## src/bline_pkg.sv

```systemverilog
`timescale 1ns / 1ps
`default_nettype none

package bline_pkg;

  localparam int COORD_W       = 6;
  localparam int ERR_W         = COORD_W + 3;
  localparam int GRID_SIZE_DEF = 64;

  typedef logic [COORD_W-1:0]      coord_t;
  typedef logic signed [ERR_W-1:0] err_t;

  typedef struct packed {
    logic load;   // capture a new line request
    logic setup;  // derive deltas, axis and initial error
    logic step;   // current point taken, advance to the next one
  } bline_cmd_t;

  typedef struct packed {
    logic last;   // current point is the end point
  } bline_sts_t;

endpackage

`default_nettype wire

```

## src/bline_if.sv

```systemverilog
`timescale 1ns / 1ps
`default_nettype none

interface bline_line_if;
  logic              valid;
  logic              ready;
  bline_pkg::coord_t start_x;
  bline_pkg::coord_t start_y;
  bline_pkg::coord_t end_x;
  bline_pkg::coord_t end_y;
  logic              pen_value;

  modport source (output valid, start_x, start_y, end_x, end_y, pen_value, input ready);
  modport sink   (input valid, start_x, start_y, end_x, end_y, pen_value, output ready);
endinterface

interface bline_point_if;
  logic              valid;
  logic              ready;
  bline_pkg::coord_t point_x;
  bline_pkg::coord_t point_y;
  logic              point_value;
  logic              last_point;

  modport source (output valid, point_x, point_y, point_value, last_point, input ready);
  modport sink   (input valid, point_x, point_y, point_value, last_point, output ready);
endinterface

`default_nettype wire

```

## src/bresenham_line_points_top.sv

```systemverilog
`timescale 1ns / 1ps
`default_nettype none

// Channel    Dir  Payload                                       Request
// line_in    in   start_x, start_y, end_x, end_y, pen_value     one line
// point_out  out  point_x, point_y, point_value, last_point     one raster point
//
// A line goes through capture, then setup of the error term, then one point
// per cycle from the stepping datapath while point_out is ready (up to 64 points
// on a 64 grid). A new line is taken only after its last point has been taken.
// rst is synchronous; it returns the controller to idle and drops out valid.
// A stall on point_out holds the current point and the error term.

module bresenham_line_points_top #(
  parameter int GRID_SIZE = bline_pkg::GRID_SIZE_DEF
) (
  input  logic          clk,
  input  logic          rst,
  bline_line_if.sink    line_in,
  bline_point_if.source point_out
);
  import bline_pkg::*;

  bline_cmd_t cmd;
  bline_sts_t sts;

  bline_ctrl u_ctrl (
    .clk       (clk),
    .rst       (rst),
    .in_valid  (line_in.valid),
    .in_ready  (line_in.ready),
    .out_valid (point_out.valid),
    .out_ready (point_out.ready),
    .sts       (sts),
    .cmd       (cmd)
  );

  bline_dp #(
    .GRID_SIZE (GRID_SIZE)
  ) u_dp (
    .clk         (clk),
    .cmd         (cmd),
    .sts         (sts),
    .start_x     (line_in.start_x),
    .start_y     (line_in.start_y),
    .end_x       (line_in.end_x),
    .end_y       (line_in.end_y),
    .pen_value   (line_in.pen_value),
    .point_x     (point_out.point_x),
    .point_y     (point_out.point_y),
    .point_value (point_out.point_value),
    .last_point  (point_out.last_point)
  );

endmodule

`default_nettype wire

```

## src/bline_ctrl.sv

```systemverilog
`timescale 1ns / 1ps
`default_nettype none

module bline_ctrl (
  input  logic                  clk,
  input  logic                  rst,
  input  logic                  in_valid,
  output logic                  in_ready,
  output logic                  out_valid,
  input  logic                  out_ready,
  input  bline_pkg::bline_sts_t sts,
  output bline_pkg::bline_cmd_t cmd
);
  import bline_pkg::*;

  typedef enum logic [2:0] {
    ST_IDLE  = 3'b001,
    ST_SETUP = 3'b010,
    ST_EMIT  = 3'b100
  } state_t;

  state_t state;
  state_t state_next;

  always_comb begin
    state_next = state;
    unique case (state)
      ST_IDLE: begin
        if (in_valid) state_next = ST_SETUP;
      end
      ST_SETUP: begin
        state_next = ST_EMIT;
      end
      ST_EMIT: begin
        if (out_ready && sts.last) state_next = ST_IDLE;
      end
      default: state_next = ST_IDLE;
    endcase
  end

  always_ff @(posedge clk) begin
    if (rst) begin
      state <= ST_IDLE;
    end else begin
      state <= state_next;
    end
  end

  assign in_ready  = (state == ST_IDLE);
  assign out_valid = (state == ST_EMIT);

  assign cmd.load  = (state == ST_IDLE) && in_valid;
  assign cmd.setup = (state == ST_SETUP);
  assign cmd.step  = (state == ST_EMIT) && out_ready;

endmodule

`default_nettype wire

```

## src/bline_dp.sv

```systemverilog
`timescale 1ns / 1ps
`default_nettype none

module bline_dp #(
  parameter int GRID_SIZE = bline_pkg::GRID_SIZE_DEF
) (
  input  logic                  clk,
  input  bline_pkg::bline_cmd_t cmd,
  output bline_pkg::bline_sts_t sts,
  input  bline_pkg::coord_t     start_x,
  input  bline_pkg::coord_t     start_y,
  input  bline_pkg::coord_t     end_x,
  input  bline_pkg::coord_t     end_y,
  input  logic                  pen_value,
  output bline_pkg::coord_t     point_x,
  output bline_pkg::coord_t     point_y,
  output logic                  point_value,
  output logic                  last_point
);
  import bline_pkg::*;

  localparam coord_t COORD_MAX = COORD_W'(GRID_SIZE - 1);

  coord_t px;
  coord_t py;
  coord_t ex;
  coord_t ey;
  logic   pen;
  logic   x_down;
  logic   y_down;
  logic   horiz;
  coord_t major;
  coord_t minor;
  coord_t cnt;
  err_t   err;

  // setup-time values
  logic   x_down_c;
  logic   y_down_c;
  coord_t dx_c;
  coord_t dy_c;
  logic   horiz_c;
  coord_t major_c;
  coord_t minor_c;
  err_t   err_init;

  // step-time values
  err_t   minor2;
  err_t   major2;
  err_t   err_step;
  logic   err_pos;

  function automatic coord_t clamp(input coord_t c);
    clamp = (c > COORD_MAX) ? COORD_MAX : c;
  endfunction

  always_comb begin
    x_down_c = ex < px;
    y_down_c = ey < py;
    dx_c     = x_down_c ? (px - ex) : (ex - px);
    dy_c     = y_down_c ? (py - ey) : (ey - py);
    horiz_c  = dy_c <= dx_c;   // ties go horizontal
    major_c  = horiz_c ? dx_c : dy_c;
    minor_c  = horiz_c ? dy_c : dx_c;
    err_init = $signed({2'b00, minor_c, 1'b0}) - $signed({3'b000, major_c});
  end

  always_comb begin
    minor2   = $signed({2'b00, minor, 1'b0});
    major2   = $signed({2'b00, major, 1'b0});
    err_pos  = (err > 0);
    err_step = err_pos ? (err + minor2 - major2) : (err + minor2);
  end

  always_ff @(posedge clk) begin
    if (cmd.load) begin
      px  <= clamp(start_x);
      py  <= clamp(start_y);
      ex  <= clamp(end_x);
      ey  <= clamp(end_y);
      pen <= pen_value;
    end else if (cmd.setup) begin
      x_down <= x_down_c;
      y_down <= y_down_c;
      horiz  <= horiz_c;
      major  <= major_c;
      minor  <= minor_c;
      cnt    <= major_c;
      err    <= err_init;
    end else if (cmd.step) begin
      err <= err_step;
      cnt <= cnt - 1'b1;
      if (horiz || err_pos) px <= x_down ? (px - 1'b1) : (px + 1'b1);
      if (!horiz || err_pos) py <= y_down ? (py - 1'b1) : (py + 1'b1);
    end
  end

  assign sts.last    = (cnt == '0);
  assign point_x     = px;
  assign point_y     = py;
  assign point_value = pen;
  assign last_point  = (cnt == '0);

endmodule

`default_nettype wire

```

## src/flat_wrapper.sv

```systemverilog
// flat-port wrapper written by rule: the top's interface ports become plain ports
module bresenham_line_points_top_flat import bline_pkg::*;
#(
  parameter int GRID_SIZE = bline_pkg::GRID_SIZE_DEF
)
  (clk, rst, line_in_valid, line_in_start_x, line_in_start_y, line_in_end_x, line_in_end_y, line_in_pen_value, line_in_ready, point_out_valid, point_out_point_x, point_out_point_y, point_out_point_value, point_out_last_point, point_out_ready);
  bline_line_if line_in_i ();
  bline_point_if point_out_i ();
  input  logic clk;
  input  logic rst;
  input wire logic [$bits(line_in_i.valid)-1:0] line_in_valid;
  input wire logic [$bits(line_in_i.start_x)-1:0] line_in_start_x;
  input wire logic [$bits(line_in_i.start_y)-1:0] line_in_start_y;
  input wire logic [$bits(line_in_i.end_x)-1:0] line_in_end_x;
  input wire logic [$bits(line_in_i.end_y)-1:0] line_in_end_y;
  input wire logic [$bits(line_in_i.pen_value)-1:0] line_in_pen_value;
  output wire logic [$bits(line_in_i.ready)-1:0] line_in_ready;
  output wire logic [$bits(point_out_i.valid)-1:0] point_out_valid;
  output wire logic [$bits(point_out_i.point_x)-1:0] point_out_point_x;
  output wire logic [$bits(point_out_i.point_y)-1:0] point_out_point_y;
  output wire logic [$bits(point_out_i.point_value)-1:0] point_out_point_value;
  output wire logic [$bits(point_out_i.last_point)-1:0] point_out_last_point;
  input wire logic [$bits(point_out_i.ready)-1:0] point_out_ready;
  assign line_in_i.valid = line_in_valid;
  assign line_in_i.start_x = line_in_start_x;
  assign line_in_i.start_y = line_in_start_y;
  assign line_in_i.end_x = line_in_end_x;
  assign line_in_i.end_y = line_in_end_y;
  assign line_in_i.pen_value = line_in_pen_value;
  assign line_in_ready = line_in_i.ready;
  assign point_out_valid = point_out_i.valid;
  assign point_out_point_x = point_out_i.point_x;
  assign point_out_point_y = point_out_i.point_y;
  assign point_out_point_value = point_out_i.point_value;
  assign point_out_last_point = point_out_i.last_point;
  assign point_out_i.ready = point_out_ready;
  bresenham_line_points_top #(.GRID_SIZE(GRID_SIZE)) u_core (.clk(clk), .rst(rst), .line_in(line_in_i), .point_out(point_out_i));
endmodule
```

## config.mk

```make
export PLATFORM = sky130hd
export DESIGN_NAME = bresenham_line_points_top_flat
export DESIGN_NICKNAME = d
export VERILOG_FILES = /design/src/bline_pkg.sv /design/src/bline_if.sv /design/src/bresenham_line_points_top.sv /design/src/bline_ctrl.sv /design/src/bline_dp.sv /design/src/flat_wrapper.sv
export SDC_FILE = /design/constraint.sdc
export NUM_CORES = 1
export LEC_CHECK = 0
export BUFFER_PORTS_ARGS = -buffer_cell sky130_fd_sc_hd__buf_2
export CORE_MARGIN = 2
export CORE_UTILIZATION = 55
export CTS_CLUSTER_DIAMETER = 30
export DETAILED_ROUTE_END_ITERATION = 12
export HOLD_SLACK_MARGIN = 0.1
export PLACE_DENSITY = 0.87
export SLEW_MARGIN = 15
export SYNTH_ARGS = -nofsm -noshare
export SYNTH_HDL_FRONTEND = slang
export SYNTH_HIERARCHICAL = 1
export SYNTH_SLANG_ARGS = --single-unit
```

## constraint.sdc

```tcl
create_clock -name clk -period 5.6 [get_ports clk]
set_input_delay 0.56 -clock clk [delete_from_list [all_inputs] [get_ports clk]]
set_output_delay 0.56 -clock clk [all_outputs]
set_load 0.01 [all_outputs]
```

After elaboration in Yosys (flattened, before gate mapping)
Index checks and enable logic that the tools add are counted.
{"block": "classes", "add_sub_neg": 12, "multipliers": 0, "div_mod_pow": 0, "n_lt_le_gt_ge": 8, "n_eq_ne": 6, "shifts": 0, "n_mux": 24, "bitwise": 1, "n_reduce_logical": 16}
{"operator": "$mux W6", "n": 18}
{"operator": "$mux W9", "n": 3}
{"operator": "$gt A6 B6 Y1 const B", "n": 4}
{"operator": "$sub A6 B6 Y6", "n": 4}
{"operator": "$sub A6 B1 Y6 const B", "n": 3}
{"operator": "$add A6 B1 Y6 const B", "n": 2}
{"operator": "$lt A6 B6 Y1", "n": 2}
{"operator": "$add A9 B8 Y9", "n": 1}
{"operator": "$gt A9 B1 Y1 const B", "n": 1}
{"operator": "$pmux W3 S3", "n": 1}
{"operator": "$sub A9 B8 Y9", "n": 1}
{"operator": "$reduce_bool A2 Y1", "n": 4}
{"operator": "$sub A7 B6 Y8", "n": 1}
{"operator": "$le A6 B6 Y1", "n": 1}
{"operator": "$logic_not A6 Y1", "n": 1}
{"operator": "$mux W3", "n": 2}
{"operator": "$reduce_and A2 Y1", "n": 3}
{"operator": "$reduce_and A3 Y1", "n": 2}
{"operator": "$ne A2 B1 Y1 const B", "n": 2}
{"operator": "$eq A3 B1 Y1 const B", "n": 1}
{"operator": "$eq A3 B2 Y1 const B", "n": 1}
{"operator": "$eq A3 B3 Y1 const B", "n": 1}
{"operator": "$logic_and A1 B1 Y1", "n": 3}
{"operator": "$logic_or A1 B1 Y1", "n": 2}
{"operator": "3 further kinds", "n": 3}
{"block": "word_totals", "ff_bits": 58, "latchBits": 0, "ram_bits": 0, "rom_bits": 0, "in_bits": 29, "out_inout_bits": 16, "memories": 0}

Longest topological paths before layout
{"block": "logic_depth", "word_depth": 6, "mapped_depth": 27, "depth_no_buf": 26}

Cells and area by module
The synthesis kept the hierarchy.
{"mod": "bline_dp", "instances": 1, "cells_each": 463, "area_each_um2": 4530.6, "seq_area_each_um2": 1651.6}
{"mod": "bline_ctrl", "instances": 1, "cells_each": 18, "area_each_um2": 163.9, "seq_area_each_um2": 60.1}

Worst setup path after synthesis
Ideal clock, no wire load.
{"block": "synth_path", "path_type": "register to register", "start": "register u_core.u_dp.px[0] (netlist: u_core/u_dp/point_x[0])", "end": "register u_core.u_dp.err[6] (data pin)", "arrival_ns": 5.076, "path_slack_ns": 0.254, "path_stages_with_launch": 27, "period_less_slack_ns": 5.346, "path_cell_list": "edfxtp_1 -> ha_1 -> fa_1 -> nor2b_4 -> o2111ai_2 -> a31oi_1 -> o32ai_1 -> a222oi_1 -> xnor2_1 -> inv_1 -> ha_1 -> and4_1 -> and3_1 -> a31oi_1 -> inv_1 -> clkbuf_1 -> nand2_1 -> a21boi_0 -> inv_1 -> fa_1 -> nor2b_1 -> o21ai_0 -> nand2b_1 -> a21o_1 -> a21oi_1 -> xnor2_1 -> a21oi_1"}
{"block": "synth_via", "elab_chain_cells": 6, "elab_cells_between_ends": 9}
{"item": "from (decl)", "line": "bline_dp.sv:24", "text": "coord_t px;"}
{"item": "from (signal assigned)", "line": "bline_dp.sv:77", "text": "px <= clamp(start_x);"}
{"item": "from (signal assigned)", "line": "bline_dp.sv:93", "text": "if (horiz || err_pos) px <= x_down ? (px - 1'b1) : (px + 1'b1);"}
{"item": "$sub A6 B6 Y6 or $lt A6 B6 Y1 (tied branches)", "line": "bline_dp.sv:60, bline_dp.sv:58"}
{"item": "$mux W6 *", "line": "bline_dp.sv:60", "text": "dx_c = x_down_c ? (px - ex) : (ex - px);"}
{"item": "$le A6 B6 Y1 *", "line": "bline_dp.sv:62", "text": "horiz_c = dy_c <= dx_c;"}
{"item": "via u_core.u_dp.horiz_c", "line": "bline_dp.sv:42", "text": "logic horiz_c;"}
{"item": "$mux W6 *", "line": "bline_dp.sv:64", "text": "minor_c = horiz_c ? dy_c : dx_c;"}
{"item": "via u_core.u_dp.minor_c[0]", "line": "bline_dp.sv:44", "text": "coord_t minor_c;"}
{"item": "$sub A7 B6 Y8 *", "line": "bline_dp.sv:65", "text": "err_init = $signed({2'b00, minor_c, 1'b0}) - $signed({3'b000, major_c});"}
{"item": "$mux W9 *", "line": "bline_dp.sv:82", "text": "end else if (cmd.setup) begin"}
{"item": "to (signal assigned)", "line": "bline_dp.sv:89", "text": "err <= err_init;"}
{"item": "to (signal assigned)", "line": "bline_dp.sv:91", "text": "err <= err_step;"}
{"item": "to (decl)", "line": "bline_dp.sv:35", "text": "err_t err;"}
Mark *: on every way through the listed nets, which the timed path passes. The rest lies on a longest branch.
A chain may end at the register's enable or synchronous reset.

Worst setup path after layout
{"block": "layout_path", "start": "register u_core.u_dp.px[1] (netlist: u_core/u_dp/point_x[1])", "end": "register u_core.u_dp.err[6] (data pin)"}
{"block": "layout_via", "elab_chain_cells": 6, "elab_cells_between_ends": 9}
{"item": "$sub A6 B6 Y6 or $lt A6 B6 Y1 (tied branches)", "line": "bline_dp.sv:60, bline_dp.sv:58"}
{"item": "$mux W6 *", "line": "bline_dp.sv:60"}
{"item": "$le A6 B6 Y1", "line": "bline_dp.sv:62"}
{"item": "$mux W6 (on tied branches)", "line": "bline_dp.sv:64, bline_dp.sv:63"}
{"item": "$sub A7 B6 Y8 *", "line": "bline_dp.sv:65"}
{"item": "$mux W9 *", "line": "bline_dp.sv:82"}
Every way passes the cells marked *; elsewhere a longest branch is shown, timed or not.

==> reports/results.tsv <==
stage	metric	value	unit
outcome	status	finished, final reports clean	
worst_hold_path	Hold Path Depth	1	
route	final WL	10.1	mm
job	MaxCap Viol Count	0	
grt	gr usage total	23.2	%
finish	area grow syn2layout	11.6	%
clock_tree	Worst-path clk slew	70	ps
route	Post-DRT Antenna Nets	0	
finish	layout cells sized above 1	18.7	%
sta	final hold violations	0	
grt	Congestion Overflow GR	0	
finish	number of diodes	0	
critical_path	largest fanout on the critical path	7	
logic_synthesis	Synth Area per Inst	9.76	sq um
critical_path	reg-to-reg critical path startpoint	u_core/u_dp/point_x[1]	
die	Die ar.	9290	sq um
route	Pre-antenna DRT Iters	5	
logic_synthesis	Synth Warn #	6	
critical_path	Slowest cell on crit path	edfxtp_1	
sta	post-route setup slack	143	ps
sta	fin crit share	97.4	%
critical_path	WP data arrival	5540	ps
worst_hold_path	worst hold path type	primary input to flop	
logic_synthesis	post-synth cell types	56	
sta	Worst Max-Slew Pin Slew	1090	ps
die	I/O pins	45	
die	row cnt	33	
sta	max frequency	183	MHz
logic_synthesis	register area share after synthesis	36.5	%
route	Vias/cell	5.84	
critical_path	CP cell instances	inv_1 > ha_1 > nor2b_1 > o21ai_0 > and4_1 > o32ai_1 > a222oi_1 > xnor2_1 > inv_1 > ha_1 > and4_1 > o21ai_0 > a31oi_2 > buf_4 > nor2_1 > a21oi_2 > ha_1 > nor2b_1 > o21ai_1 > nand2b_1 > a21o_1 > a21oi_1 > xnor2_1 > a21oi_1	
grt	initial antenna violation count	0	
logic_synthesis	Post-Syn Nets	574	
clock_tree	TritonCTS clock tree	done	
route	routed vias	3702	
place	IO Port Bufs	44	
critical_path	reg2reg path depth	24	
critical_path	R2R Setup Slk	140	ps
place	Final Wtd Congestion	0.904	
die	Die H	96.4	um
power_and_ir_drop	Leak	2.35	nW
worst_hold_path	hold wc startpoint	line_in_end_x[0]	
finish	fin nets	617	
critical_path	crit end category	flop	
logic_synthesis	Synth Flop Type	edfxtp_1	
grt	global-route wire length before repair	16.5	mm
grt	largest net degree at the start of global routing	38	
sta	Rel. slew slack	27.4	%
clock_tree	clk root buf	clkbuf_8	
logic_synthesis	Syn Inst Count	481	
critical_path	CP startpoint kind	flop	
logic_synthesis	EDFF count, synth	55	
logic_synthesis	asr flop ratio synth	0	%
route	Routed wire per std cell	16.0	um
finish	final core occ	63.4	%
grt	number of global-route vias before repair	3686	
critical_path	CP required	5680	ps
route	# DRC	0	
die	die width	96.4	um
critical_path	most used cell, CP	ha_1	
clock_tree	clock buffers created by TritonCTS	9	
route	Iteration-0 DRC Markers	321	
power_and_ir_drop	VDD IR-drop max	0.000217	V
power_and_ir_drop	pwr/cell area	452	nW/um^2
die	Core Area	8260	sq um
clock_tree	H-Tree Depth	3	
finish	fill count	622	
clock_tree	clock buffer depth	2	
critical_path	Critical R2R Capture	u_core/u_dp/err[6]	
critical_path	Crit Path Class	flop to flop	
place	pre-CTS WS	143	ps
logic_synthesis	post-synthesis cell area	4690	sq um
clock_tree	clk_lat worst skew	340	ps
critical_path	CP peak stage delay	520	ps
sta	min Tclk post-route	5460	ps
sta	Max Slew Vio Count	0	
sta	setup violators final	0	
sta	final clock skew	6.46	ps
place	DP HPWL	7.49	mm
logic_synthesis	register bit count reported by yosys	58	
worst_hold_path	Hold Crit Endpoint	u_core/u_dp/ex[0]	
die	Initial Util	56.8	%
clock_tree	clock tree sinks	58	
[state kept, by name (all words and copies together) (netlist names)]
name	cells
u_core/u_dp/minor	6
u_core/u_dp/horiz	1
u_core/u_dp/x_down	1
u_core/u_dp/major	6
u_core/u_dp/err	9
u_core/u_dp/cnt	6
u_core/u_dp/point_value	1
u_core/u_dp/y_down	1
u_core/u_dp/ey	6
u_core/u_ctrl/state	3
u_core/u_dp/point_y	6
u_core/u_dp/point_x	6
u_core/u_dp/ex	6
[through the flow]
step | setup TNS, ps | area (sq um) | power (W) | instances | hold WS, ps
4_1_cts | 0 | 5180 | 0.00228 | 630 | 379
3_5_place_dp | 0 | 5010 | 0.00193 | 614 | 516
3_3_place_gp | 0 | 5010 | 0.00185 | 614 | 487
2_1_floorplan | 0 | 4690 | 0.00159 | 481 | 468
5_1_grt | -316 | 5240 | 0.00254 | 634 | 376
6_report | 0 | 5240 | 0.00236 | 634 | 390
[what timing repair did]
| action | CTS | global route |
|---|---|---|
| gates resized for setup | 0 | 9 |
| hold buffers | 0 | 0 |
| endpoints found under the setup margin | 0 | 5 |
| setup buffers | 0 | 4 |
[worst max-delay path: cells and delay by family (launching register included)]
kind	cells	cell delay [ps]
adders and majority gates	3	950
DFF	1	520
and+or+nand+nor	6	970
buffers and inverters	3	420
xor gates and xnor gates	2	360
AOI/OAI and AO/OA	10	1970
[report_power, final]
part | switching [W] | total (W) | leakage [nW] | internal (W)
Clock | 0.000177 | 0.000335 | 0.0826 | 0.000158
Combinational | 0.000834 | 0.00146 | 1.73 | 0.000625
Sequential | 0.0000228 | 0.000572 | 0.536 | 0.000549
Total | 0.00103 | 0.00236 | 2.35 | 0.00133
[worst max path at each step]
| stage | cells after the start | slack, ps | from | to |
|---|---|---|---|---|
| detailed placement | 25 | 140 | u_core/u_dp/point_x[0] | u_core/u_dp/err[6] |
| global route | 25 | -250 | u_core/u_dp/point_x[1] | u_core/u_dp/err[6] |
| global placement | 24 | 490 | u_core/u_dp/point_x[0] | u_core/u_dp/err[6] |
| floorplan | 26 | 250 | u_core/u_dp/point_x[0] | u_core/u_dp/err[6] |
| finish | 24 | 140 | u_core/u_dp/point_x[1] | u_core/u_dp/err[6] |
| CTS | 25 | 100 | u_core/u_dp/point_y[0] | u_core/u_dp/err[6] |
[Yosys cell counts, types with 4 or more instances]
| cell type | n | area (sq um) |
|---|---|---|
| and2_1 | 5 | 31.3 |
| o211ai_1 | 5 | 37.5 |
| a211oi_1 | 5 | 37.5 |
| o21ai_0 | 27 | 135 |
| mux2_2 | 4 | 45.0 |
| xor2_1 | 14 | 123 |
| edfxtp_1 | 55 | 1650 |
| a31oi_1 | 5 | 31.3 |
| a21o_1 | 15 | 113 |
| o21bai_1 | 5 | 37.5 |
| fa_1 | 9 | 180 |
| clkbuf_1 | 21 | 78.8 |
| mux2i_1 | 7 | 70.1 |
| a21oi_1 | 38 | 190 |
| xnor2_1 | 20 | 175 |
| nor2_1 | 27 | 101 |
| ha_1 | 55 | 688 |
| nand2_1 | 29 | 109 |
| nor2b_1 | 15 | 93.8 |
| inv_1 | 59 | 221 |
| nand2b_1 | 6 | 37.5 |
[metal layers]
layer / part of all wire (%) / wire [um] / track usage [%] / vias up
met4: 2.7 / 269 / 8.69 / 0
met3: 5.0 / 505 / 4.42 / 37
li1: - / - / - / 1760
met1: 40 / 4070 / 26.7 / 1760
met2: 52 / 5280 / 42.7 / 145
met5: 0 / 0 / 0 / -
[kinds of logic (layout without fill, tap and decap cells)]
| family | count (synthesis) | after routing | synth area share (%) |
|---|---|---|---|
| XOR/XNOR | 34 | 34 | 6.34 |
| multiplexers | 12 | 12 | 2.77 |
| AND/OR/NAND/NOR | 112 | 112 | 12.8 |
| adder cells (fa/ha/maj) | 64 | 64 | 18.5 |
| flip-flops | 58 | 58 | 36.5 |
| buffers and inverters | 83 | 131 | 6.80 |
| AO/OA/AOI/OAI | 118 | 118 | 16.3 |
[layout by cell type, fill, tap and decap left out, drive strengths merged, types with 15 or more instances in the layout]
| master | instances |
|---|---|
| a21oi | 38 |
| ha | 55 |
| a21o | 15 |
| edfxtp | 55 |
| inv | 59 |
| o21ai | 28 |
| nand2 | 30 |
| buf | 56 |
| nor2b | 16 |
| nor2 | 27 |
| xnor2 | 20 |
[layout make-up]
cell class,count,area [sq um],area share (%)
flip-flops and latches,58,1710,32.7
multi-input cells,340,2690,51.4
clock inverters,7,46.3,0.884
well taps,105,131,2.51
repair buffers,56,310,5.92
clock buffers,9,124,2.37
inverters,59,221,4.23
Note: power is estimated with default switching activity, not from simulation.
